==> src/tft_pkg.sv <==
// package for the flow table core: status codes, operation codes, controller states
// no dependencies
package tft_pkg;

   localparam int TableDepthDefault = 64;
   localparam logic [9:0] PrioLimit = 10'd1000;

   typedef enum logic [1:0] {
      OP_ADD    = 2'd0,
      OP_REMOVE = 2'd1,
      OP_LOOKUP = 2'd2,
      OP_QUERY  = 2'd3
   } op_type;

   typedef enum logic [3:0] {
      ST_UNCHANGED = 4'd0,
      ST_PRIO_UPD  = 4'd1,
      ST_ADDED     = 4'd2,
      ST_FULL      = 4'd3,
      ST_REMOVED   = 4'd4,
      ST_NOT_FOUND = 4'd5,
      ST_HIT       = 4'd6,
      ST_MISS      = 4'd7,
      ST_QUERY     = 4'd8
   } status_type;

   typedef enum logic [2:0] {
      FSM_IDLE,
      FSM_SCAN,
      FSM_WAIT,
      FSM_SHIFT,
      FSM_DONE
   } fsm_type;

   // controller to datapath
   typedef struct packed {
      logic load;       // capture request, clear scan state
      logic rd;         // issue read at scan index
      logic eval;       // evaluate read data
      logic shift;      // shift phase: read index, write index-1
      logic finish;     // produce result
   } cmd_type;

   // datapath to controller
   typedef struct packed {
      logic scan_last;  // last address issued
      logic stop;       // add or remove matched, scan can stop
      logic do_shift;   // remove needs gap closing
      logic shift_last;
   } sts_type;

endpackage

==> src/tft_ctrl.sv <==
// controller state machine for the flow table core
// depends on tft_pkg
module tft_ctrl
   import tft_pkg::*;
(
   input  logic    clock,
   input  logic    reset,
   input  logic    start,
   input  logic    empty,
   input  sts_type sts,
   output cmd_type cmd,
   output logic    busy
);

   fsm_type state_ff, state_in;

   always_ff @(posedge clock) begin
      if (reset) state_ff <= FSM_IDLE;
      else state_ff <= state_in;
   end

   always_comb begin
      state_in = state_ff;
      case (state_ff)
         FSM_IDLE: if (start) state_in = empty ? FSM_DONE : FSM_SCAN;
         FSM_SCAN: if (sts.stop) state_in = FSM_WAIT;
                   else if (sts.scan_last) state_in = FSM_WAIT;
         FSM_WAIT: if (sts.do_shift) state_in = FSM_SHIFT;
                   else state_in = FSM_DONE;
         FSM_SHIFT: if (sts.shift_last) state_in = FSM_DONE;
         FSM_DONE: state_in = FSM_IDLE;
         default: state_in = FSM_IDLE;
      endcase
   end

   always_comb begin
      cmd = '0;
      busy = 1'b1;
      case (state_ff)
         FSM_IDLE: begin
            busy = 1'b0;
            cmd.load = start;
         end
         FSM_SCAN: begin
            cmd.rd = !sts.stop;
            cmd.eval = 1'b1;
         end
         FSM_WAIT: cmd.eval = 1'b1;
         FSM_SHIFT: cmd.shift = 1'b1;
         FSM_DONE: cmd.finish = 1'b1;
         default: cmd = '0;
      endcase
   end

endmodule

==> src/tft_dpath.sv <==
// datapath of the flow table core: entry memory, scan compare, result registers
// depends on tft_pkg
module tft_dpath
   import tft_pkg::*;
#(
   parameter int TableDepth = TableDepthDefault
) (
   input  logic        clock,
   input  logic        reset,
   input  cmd_type     cmd,
   output sts_type     sts,
   output logic        empty,
   input  logic [14:0] csr_slotframe_size,
   input  logic [1:0]  req_operation,
   input  logic [15:0] req_flow_id,
   input  logic [7:0]  req_sf_handle,
   input  logic [15:0] req_slot,
   input  logic [7:0]  req_channel_offset,
   input  logic [9:0]  req_priority_req,
   input  logic        req_schedule_locked,
   output logic        rsp_strobe,
   output logic [3:0]  rsp_status,
   output logic [15:0] rsp_found_flow_id,
   output logic [6:0]  rsp_entry_count,
   output logic [14:0] rsp_first_slot,
   output logic        rsp_has_cells
);

   localparam int AW = (TableDepth > 1) ? $clog2(TableDepth) : 1;
   localparam int CW = $clog2(TableDepth + 1);
   localparam int EW = 58;

   logic [EW-1:0] mem [TableDepth];
   logic [EW-1:0] rdata_ff;

   logic [CW-1:0] used_ff, used_in;
   logic [CW-1:0] addr_ff, addr_in;     // next address to read
   logic [CW-1:0] eidx_ff, eidx_in;     // index of data in rdata_ff
   logic          rvalid_ff, rvalid_in;
   logic [CW-1:0] hit_ff, hit_in;       // matched index for add or remove
   logic          found_ff, found_in;

   op_type        op_ff;
   logic [15:0]   fid_ff;
   logic [7:0]    sfh_ff, ch_ff;
   logic [15:0]   slot_ff;
   logic [9:0]    prio_ff;
   logic          lock_ff;

   logic [9:0]    best_ff, best_in;
   logic [15:0]   bflow_ff, bflow_in;
   logic [6:0]    cnt_ff, cnt_in;
   logic [14:0]   min_ff, min_in;
   logic          cells_ff, cells_in;
   logic          same_prio_ff, same_prio_in;

   logic          strobe_ff;
   logic [3:0]    status_ff, status_in;
   logic [15:0]   oflow_ff;
   logic [6:0]    ocnt_ff;
   logic [14:0]   ofirst_ff;
   logic          ocells_ff;

   logic [15:0] e_flow, e_slot;
   logic [7:0]  e_handle, e_ch;
   logic [9:0]  e_prio;
   logic        key4, key5, ev;

   assign {e_flow, e_handle, e_slot, e_ch, e_prio} = rdata_ff;
   assign key4 = e_flow == fid_ff && e_handle == sfh_ff && e_slot == slot_ff && e_ch == ch_ff;
   assign key5 = key4 && e_prio == prio_ff;
   assign ev = cmd.eval && rvalid_ff;
   assign empty = used_ff == '0;

   // memory: one write, one registered read
   logic          we;
   logic [AW-1:0] waddr;
   logic [EW-1:0] wdata;
   logic [AW-1:0] raddr;

   always_comb begin
      we = 1'b0;
      waddr = hit_ff[AW-1:0];
      wdata = {fid_ff, sfh_ff, slot_ff, ch_ff, prio_ff};
      raddr = addr_ff[AW-1:0];
      if (cmd.shift && rvalid_ff) begin
         we = 1'b1;
         waddr = eidx_ff[AW-1:0] - 1'b1;
         wdata = rdata_ff;
      end else if (cmd.finish && op_ff == OP_ADD && !found_ff && used_ff < CW'(TableDepth)) begin
         we = 1'b1;
         waddr = used_ff[AW-1:0];
      end else if (cmd.finish && op_ff == OP_ADD && found_ff && !same_prio_ff) begin
         we = 1'b1;
         wdata = {fid_ff, sfh_ff, slot_ff, ch_ff, prio_ff};
      end
   end

   always_ff @(posedge clock) begin
      if (we) mem[waddr] <= wdata;
      rdata_ff <= mem[raddr];
   end

   always_comb begin
      addr_in = addr_ff;
      eidx_in = eidx_ff;
      rvalid_in = 1'b0;
      hit_in = hit_ff;
      found_in = found_ff;
      best_in = best_ff;
      bflow_in = bflow_ff;
      cnt_in = cnt_ff;
      min_in = min_ff;
      cells_in = cells_ff;
      same_prio_in = same_prio_ff;
      used_in = used_ff;
      if (cmd.load) begin
         addr_in = '0;
         found_in = 1'b0;
         best_in = PrioLimit;
         bflow_in = '0;
         cnt_in = '0;
         min_in = csr_slotframe_size;
         cells_in = 1'b0;
      end
      if (cmd.rd) begin
         addr_in = addr_ff + 1'b1;
         eidx_in = addr_ff;
         rvalid_in = 1'b1;
      end
      if (ev && !found_ff) begin
         case (op_ff)
            OP_ADD: if (key4) begin
               found_in = 1'b1;
               hit_in = eidx_ff;
               same_prio_in = e_prio == prio_ff;
            end
            OP_REMOVE: if (key5) begin
               found_in = 1'b1;
               hit_in = eidx_ff;
               addr_in = eidx_ff + 1'b1;
            end
            OP_LOOKUP: if (!lock_ff && e_handle == sfh_ff && e_slot == slot_ff
                           && e_prio < best_ff) begin
               best_in = e_prio;
               bflow_in = e_flow;
            end
            OP_QUERY: if (e_flow == fid_ff) begin
               if (cnt_ff != 7'd127) cnt_in = cnt_ff + 1'b1;
               if (!e_slot[15]) begin
                  if ({1'b0, e_slot[14:0]} < {1'b0, min_ff}) min_in = e_slot[14:0];
                  if (!lock_ff) cells_in = 1'b1;
               end
            end
            default: ;
         endcase
      end
      if (cmd.shift) begin
         if (addr_ff < used_ff) begin
            addr_in = addr_ff + 1'b1;
            eidx_in = addr_ff;
            rvalid_in = 1'b1;
         end
      end
      if (cmd.finish) begin
         if (op_ff == OP_ADD && !found_ff && used_ff < CW'(TableDepth))
            used_in = used_ff + 1'b1;
         if (op_ff == OP_REMOVE && found_ff) used_in = used_ff - 1'b1;
      end
   end

   // stop: add or remove matched in this eval
   assign sts.stop = ev && !found_ff && ((op_ff == OP_ADD && key4) || (op_ff == OP_REMOVE && key5));
   assign sts.scan_last = cmd.rd && (addr_ff + 1'b1 == used_ff);
   assign sts.do_shift = op_ff == OP_REMOVE && found_ff;
   assign sts.shift_last = !rvalid_ff && addr_ff >= used_ff;

   always_comb begin
      status_in = ST_QUERY;
      case (op_ff)
         OP_ADD: status_in = found_ff ? (same_prio_ff ? ST_UNCHANGED : ST_PRIO_UPD)
                           : (used_ff < CW'(TableDepth) ? ST_ADDED : ST_FULL);
         OP_REMOVE: status_in = found_ff ? ST_REMOVED : ST_NOT_FOUND;
         OP_LOOKUP: status_in = (best_ff != PrioLimit) ? ST_HIT : ST_MISS;
         OP_QUERY: status_in = ST_QUERY;
         default: status_in = ST_QUERY;
      endcase
   end

   always_ff @(posedge clock) begin
      if (reset) begin
         used_ff <= '0;
         strobe_ff <= 1'b0;
         rvalid_ff <= 1'b0;
      end else begin
         used_ff <= used_in;
         strobe_ff <= cmd.finish;
         rvalid_ff <= rvalid_in;
      end
      addr_ff <= addr_in;
      eidx_ff <= eidx_in;
      hit_ff <= hit_in;
      found_ff <= found_in;
      best_ff <= best_in;
      bflow_ff <= bflow_in;
      cnt_ff <= cnt_in;
      min_ff <= min_in;
      cells_ff <= cells_in;
      same_prio_ff <= same_prio_in;
      if (cmd.load) begin
         op_ff <= op_type'(req_operation);
         fid_ff <= req_flow_id;
         sfh_ff <= req_sf_handle;
         slot_ff <= req_slot;
         ch_ff <= req_channel_offset;
         prio_ff <= req_priority_req;
         lock_ff <= req_schedule_locked;
      end
      if (cmd.finish) begin
         status_ff <= status_in;
         oflow_ff <= (op_ff == OP_LOOKUP) ? bflow_ff : 16'd0;
         ocnt_ff <= (op_ff == OP_QUERY) ? cnt_ff : 7'd0;
         ofirst_ff <= (op_ff == OP_QUERY && min_ff != csr_slotframe_size) ? min_ff : 15'd0;
         ocells_ff <= (op_ff == OP_QUERY) ? cells_ff : 1'b0;
      end
   end

   assign rsp_strobe = strobe_ff;
   assign rsp_status = status_ff;
   assign rsp_found_flow_id = oflow_ff;
   assign rsp_entry_count = ocnt_ff;
   assign rsp_first_slot = ofirst_ff;
   assign rsp_has_cells = ocells_ff;

endmodule

==> src/tsch_flow_table_core.sv <==
// flow table core: one item at a time; a scan reads every used entry unless an add or
// remove matches early, an empty table skips the scan, and a remove that matches closes
// the gap by shifting the later entries down before the result; busy drops with the strobe, so the next
// beat is taken at the end of the strobe cycle; scan rate is one entry per cycle, set by the
// single read port of the entry memory
// reset: synchronous, clears the entry count and the controller; entries stay undefined;
// slotframe size returns to 1024. results are a one-cycle strobe, the receiver cannot stall
// depends on tft_pkg, tft_ctrl, tft_dpath
module tsch_flow_table_core
   import tft_pkg::*;
#(
   parameter int TableDepth = TableDepthDefault
) (
   input  logic        clock,
   input  logic        reset,
   input  logic        start,
   output logic        busy,
   input  logic [1:0]  req_operation,
   input  logic [15:0] req_flow_id,
   input  logic [7:0]  req_sf_handle,
   input  logic [15:0] req_slot,
   input  logic [7:0]  req_channel_offset,
   input  logic [9:0]  req_priority_req,
   input  logic        req_schedule_locked,
   input  logic        csr_we,
   input  logic [14:0] csr_wdata,
   output logic        rsp_strobe,
   output logic [3:0]  rsp_status,
   output logic [15:0] rsp_found_flow_id,
   output logic [6:0]  rsp_entry_count,
   output logic [14:0] rsp_first_slot,
   output logic        rsp_has_cells
);

   logic [14:0] sf_size_ff;
   cmd_type cmd;
   sts_type sts;
   logic empty;

   always_ff @(posedge clock) begin
      if (reset) sf_size_ff <= 15'd1024;
      else if (csr_we) sf_size_ff <= csr_wdata;
   end

   tft_ctrl u_ctrl (
      .clock(clock), .reset(reset), .start(start), .empty(empty),
      .sts(sts), .cmd(cmd), .busy(busy)
   );

   tft_dpath #(.TableDepth(TableDepth)) u_dpath (
      .clock(clock), .reset(reset), .cmd(cmd), .sts(sts), .empty(empty),
      .csr_slotframe_size(sf_size_ff),
      .req_operation(req_operation), .req_flow_id(req_flow_id),
      .req_sf_handle(req_sf_handle), .req_slot(req_slot),
      .req_channel_offset(req_channel_offset), .req_priority_req(req_priority_req),
      .req_schedule_locked(req_schedule_locked),
      .rsp_strobe(rsp_strobe), .rsp_status(rsp_status),
      .rsp_found_flow_id(rsp_found_flow_id), .rsp_entry_count(rsp_entry_count),
      .rsp_first_slot(rsp_first_slot), .rsp_has_cells(rsp_has_cells)
   );

endmodule

==> config.mk <==
export PLATFORM = sky130hd
export DESIGN_NAME = tsch_flow_table_core
export DESIGN_NICKNAME = d
export VERILOG_FILES = /design/src/tft_pkg.sv /design/src/tft_ctrl.sv /design/src/tft_dpath.sv /design/src/tsch_flow_table_core.sv
export SDC_FILE = /design/constraint.sdc
export NUM_CORES = 2
export LEC_CHECK = 0
export BUFFER_PORTS_ARGS = -buffer_cell sky130_fd_sc_hd__buf_4
export CAP_MARGIN = 20
export CORE_MARGIN = 5
export CORE_UTILIZATION = 68
export CTS_CLUSTER_DIAMETER = 30
export DETAILED_ROUTE_END_ITERATION = 6
export GPL_TIMING_DRIVEN = 0
export PLACE_DENSITY = 0.88
export SETUP_SLACK_MARGIN = 0.5
export SYNTH_ARGS = -nofsm -noshare
export SYNTH_HDL_FRONTEND = slang
export SYNTH_HIERARCHICAL = 1
export SYNTH_SLANG_ARGS = --single-unit
export TNS_END_PERCENT = 100
==> constraint.sdc <==
create_clock -name clock -period 18.5 [get_ports clock]
set_input_delay 0 -clock clock [delete_from_list [all_inputs] [get_ports clock]]
set_output_delay 0 -clock clock [all_outputs]
set_load 0.02 [all_outputs]
==> results of run 1 <==
## stage by stage
stage	hold WS, ps	worst slack [ps]
4_1_cts	13.3	12100
3_5_place_dp	179	13000
3_3_place_gp	179	3740
2_1_floorplan	62.4	10140
## logic make-up after synthesis
logic type	count (synthesis)	synth area share [%]
AO/OA/AOI/OAI	113	0.488
XOR/XNOR	97	0.559
adder cells (fa/ha/maj)	45	0.375
buffers and inverters	369	0.989
flip-flops	3972	77.4
multiplexers	1345	18.9
AND/OR/NAND/NOR	366	1.21
## repair_timing
| item | 4_1_cts |
|---|---|
| endpoints found under the setup margin | 0 |
| endpoints found under the hold margin | 149 |
| resized for setup | 0 |
| hold buffers | 183 |
## layer usage
layer | global-route usage, % | overflow
met2 | 83.9 | 5
met4 | 62.1 | 4
met3 | 59.0 | 4
met1 | 72.2 | 1
met5 | 35.9 | 0
==> results.yml, run 1 <==
global_route:
  grt_pass1_vias: 109000
  gr-total-overflow: 14
  grt_pass1_wl_um: 1060000
  grt_max_degree: 65
  grtUsageTotal_pct: 70.1
status:
  error: "[ERROR GRT-0116] Global routing finished with congestion. Check the congestion regions in the DRC Viewer."
  status: "did not finish"
  lastStage: "global routing"
yosys:
  syn_area_sq_um: 152000
  netlist_top_cells_count: "edfxtp_1 (3823), mux4_2 (1218), clkbuf_1 (177)"
  syn-num-nets: 6432
  synth.distinct_cells: 60
  syn_inst: 6307
  synth_area_per_cell_sq_um: 24.1
  seq_area_frac_synth_pct: 77.4
  synth_top_area_cell: "edfxtp_1"
  synth_edf_count: 3823
  ys.warnings.count: 6
  yosys_register_bits: 3972
  synth_top_cell_area_share_pct: 75.5
  synth_most_common_cell: "edfxtp_1"
  synth_top_flop_cell: "edfxtp_1"
  netlist_top_cells_area: "edfxtp_1 (75%), mux4_2 (18%), dfxtp_1 (2.0%)"
  async_flop_share_pct: 0
clock_tree:
  cts_setup_buffers: 0
  numCtsBuffers: 605
  root_buffer: "clkbuf_16"
  htreeDepth: 6
  clockBufferDepth: 4
  clock_sinks: 3972
die:
  rows: 173
  initial_utilization_pct: 68.4
  fp.dieH_um: 483
  dieWidth_um: 483
  io_pins: 125
place:
  dp_hpwl_um: 324000
  numPlacedInstances: 9592
  numPortBuffers: 123
  finalWeightedCongestion: 0.885
  placed_area_sq_um: 161000
==> run 2, diff against run 1 <==
CORE_UTILIZATION = 40   (was 68)
CTS_CLUSTER_DIAMETER = unset   (was 30)
PLACE_DENSITY = unset   (was 0.88)
PLACE_DENSITY_LB_ADDON = 0.15   (was unset)
SETUP_SLACK_MARGIN = unset   (was 0.5)
==> run 2 against run 1 <==
Effect of this change: synthesized area unchanged; synthesized cell count is the same; the flow now finishes without violations.
==> results.yml, run 2 <==
status:
  status: "complete, no violations"
critical_path:
  crit_fanout: 6
  cp_top_family: "simple AND/OR/NAND/NOR gates"
  worstSetupPathType: "reg -> reg"
  arrival_ps: 7000
  cp_num_buf_inv: 2
  r2r_cells: 15
  cp-start-kind: "flop"
  slowest_stage: "nor4_1"
  r2r_slack_ps: 12410
  required_ps: 19410
  cp-end-kind: "flop"
  path_cells: "xnor2_1, nand4_1, nor4_1, nand2_1, or3_1, o21ai_0, nor3b_1, inv_1, nor4_1, nand3_1, nor3_1, nor3_1, o21ai_0, a21oi_2, dlygate4sd3_1"
  cp_slowest_stage_delay_ps: 980
  cp.depth: 15
yosys:
  seq_area_frac_synth_pct: 77.4
  async_flop_share_pct: 0
  syn_area_sq_um: 152000
  syn-num-nets: 6432
  synth.distinct_cells: 60
  ys.warnings.count: 6
  syn_inst: 6307
  yosys_register_bits: 3972
  synth_most_common_cell: "edfxtp_1"
  synth_top_cell_area_share_pct: 75.5
  synth_area_per_cell_sq_um: 24.1
  synth_top_area_cell: "edfxtp_1"
  synth_edf_count: 3823
  netlist_top_cells_count: "edfxtp_1 (3823), mux4_2 (1218), clkbuf_1 (177)"
  netlist_top_cells_area: "edfxtp_1 (75%), mux4_2 (18%), dfxtp_1 (2.0%)"
  synth_top_flop_cell: "edfxtp_1"
global_route:
  grt_pass1_wl_um: 619000
  grtUsageTotal_pct: 22.9
  grt_max_degree: 65
  gr-total-overflow: 0
  grt_antenna_before_repair: 44
  grt_pass1_vias: 74800
finish:
  multi_input_area_sq_um: 33400
  final_common_cell: "edfxtp_1"
  fillers: 30700
  regArea_sq_um: 118000
  finalNonFillerCells: 12800
  area_delta_synth_final_pct: 19.5
  reg_top3: "u_dpath/mem x3712, u_dpath/rdata_ff x58"
  finalNetCount: 7505
  largest_reg_flops: 3712
  layout-drive-gt1-share_pct: 32.9
  mostFrequentLayoutCells: "edfxtp_1 (3823), mux4_2 (1218), clkbuf_16 (425), clkbuf_1 (256), buf_12 (231)"
  max_flop_register: "u_dpath/mem"
clock_tree:
  clkTransAtPathRegs_ps: 60
  cts-resized-gates: 0
  cts_tree: "built"
  cts_setup_buffers: 0
  root_buffer: "clkbuf_16"
  clock_sinks: 3972
  clockBufferDepth: 4
  numCtsBuffers: 420
  clk_latency_ps: 970
  cts_hold_buf: 182
  htreeDepth: 5
timing:
  drv_slew: 0
  tightest_slew_ps: 1190
  fmax_ghz: 0.164
  whs_ps: 102
  slew_headroom_pct: 21.0
  fin_skew_ps: 50.2
  timing.final.crit_share_pct: 32.9
  period_minus_slack_ps: 6090
  hold_viol: 0
  grt_setup_unrepaired: "no"
  finalSetupViolations: 0
  setup_tns_ps: 0
drt:
  post-route-drc-count: 0
  via_count: 74000
  dr.pass1.iters: 6
  routed_via_density: 5.80
  final_antenna_net_count: 0
  drt-initial-drc-count: 9297
  routed_wl_um: 453000
  wl_per_cell_um: 35.5
die:
  initial_utilization_pct: 40.1
  die_area_sq_um: 393000
  dieWidth_um: 627
  rows: 226
  fp.dieH_um: 627
  design.core.area_sq_um: 379000
  io_pins: 125
run:
  max-cap-violations: 0
place:
  dp_hpwl_um: 319000
  finalWeightedCongestion: 0.813
  numPortBuffers: 123
  numPlacedInstances: 11700
power_and_ir_drop:
  switchingPower_w: 0.00496
  comb_power_share_pct: 12.0
  power_density_nw_per_um2: 114
  seqPwrFrac_pct: 48.9
  ir_worst_vdd_mv: 0.0882
  p_leak_nw: 55.9
  clkPwrFrac_pct: 39.1
  p_int_w: 0.0158
  swShare_pct: 23.9
hold_path:
  hold_depth: 4
  hold_class: "in -> reg"
==> run 2: logic make-up (layout without fill, tap and decap cells) <==
family	Yosys count	after routing	synth area share, %
DFF	3972	3972	77.4
muxes	1345	1345	18.9
buffers and inverters	369	1792	0.989
and+or+nand+nor	366	366	1.21
AOI/OAI and AO/OA	113	113	0.488
xor gates and xnor gates	97	97	0.559
adders and majority gates	45	45	0.375
other	0	10	0
==> run 2: cell type report <==
class / count / share of cell area [%]
Timing Repair Buffer: 651 / 5.24
Inverter: 58 / 0.120
Buffer: 311 / 0.725
Tap cell: 5016 / 3.45
Antenna cell: 10 / 0.0138
Sequential cell: 3972 / 64.8
Clock inverter: 225 / 1.04
Clock buffer: 547 / 6.23
Multi-Input combinational cell: 1966 / 18.4
==> run 2: through the flow <==
stage               power, W  area, sq um  worst slack (ps)  util [%]
global placement      0.0127       159000              2390      42.0
floorplan             0.0118       152000             10140         -
finish                0.0208       182000             12410      48.0
global route          0.0214       182000             12340      48.0
detailed placement    0.0128       166000             12580      43.7
CTS                   0.0209       181000             12310      47.7
==> run 2: worst paths after layout <==
kind                        startpoint            endpoint
setup / recovery  u_dpath/rdata_ff[19]  u_ctrl/state_ff[0]
hold / removal                   reset  u_ctrl/state_ff[2]
setup reg to reg  u_dpath/rdata_ff[19]  u_ctrl/state_ff[0]
hold reg to reg     u_dpath/eidx_ff[2]   u_dpath/hit_ff[2]
==> run 2: power by group through the flow <==
| stage | combinational (W) | clock, W | sequential, W |
|---|---|---|---|
| global placement | 0.00230 | 0 | 0.0104 |
| global route | 0.00263 | 0.00867 | 0.0101 |
| detailed placement | 0.00243 | 0 | 0.0103 |
| finish | 0.00249 | 0.00813 | 0.0101 |
| floorplan | 0.00150 | 0 | 0.0103 |
| CTS | 0.00247 | 0.00829 | 0.0102 |
==> run 2: tightest hold or removal path, cell delays in order <==
cell,delay [ps]
dlygate4sd3_1,530
buf_4,250
nor3_1,80
and3_1,160
==> run 2: per-layer routing <==
| layer | vias up | share of wire (%) | global-route usage (%) |
|---|---|---|---|
| met5 | - | 0.027 | 0 |
| met4 | 6 | 3.0 | 6.62 |
| met3 | 635 | 7.7 | 4.05 |
| met2 | 3126 | 48 | 37.2 |
| met1 | 40900 | 41 | 31.9 |
| li1 | 29300 | - | - |
No activity file was read; power rests on OpenSTA's default activity.
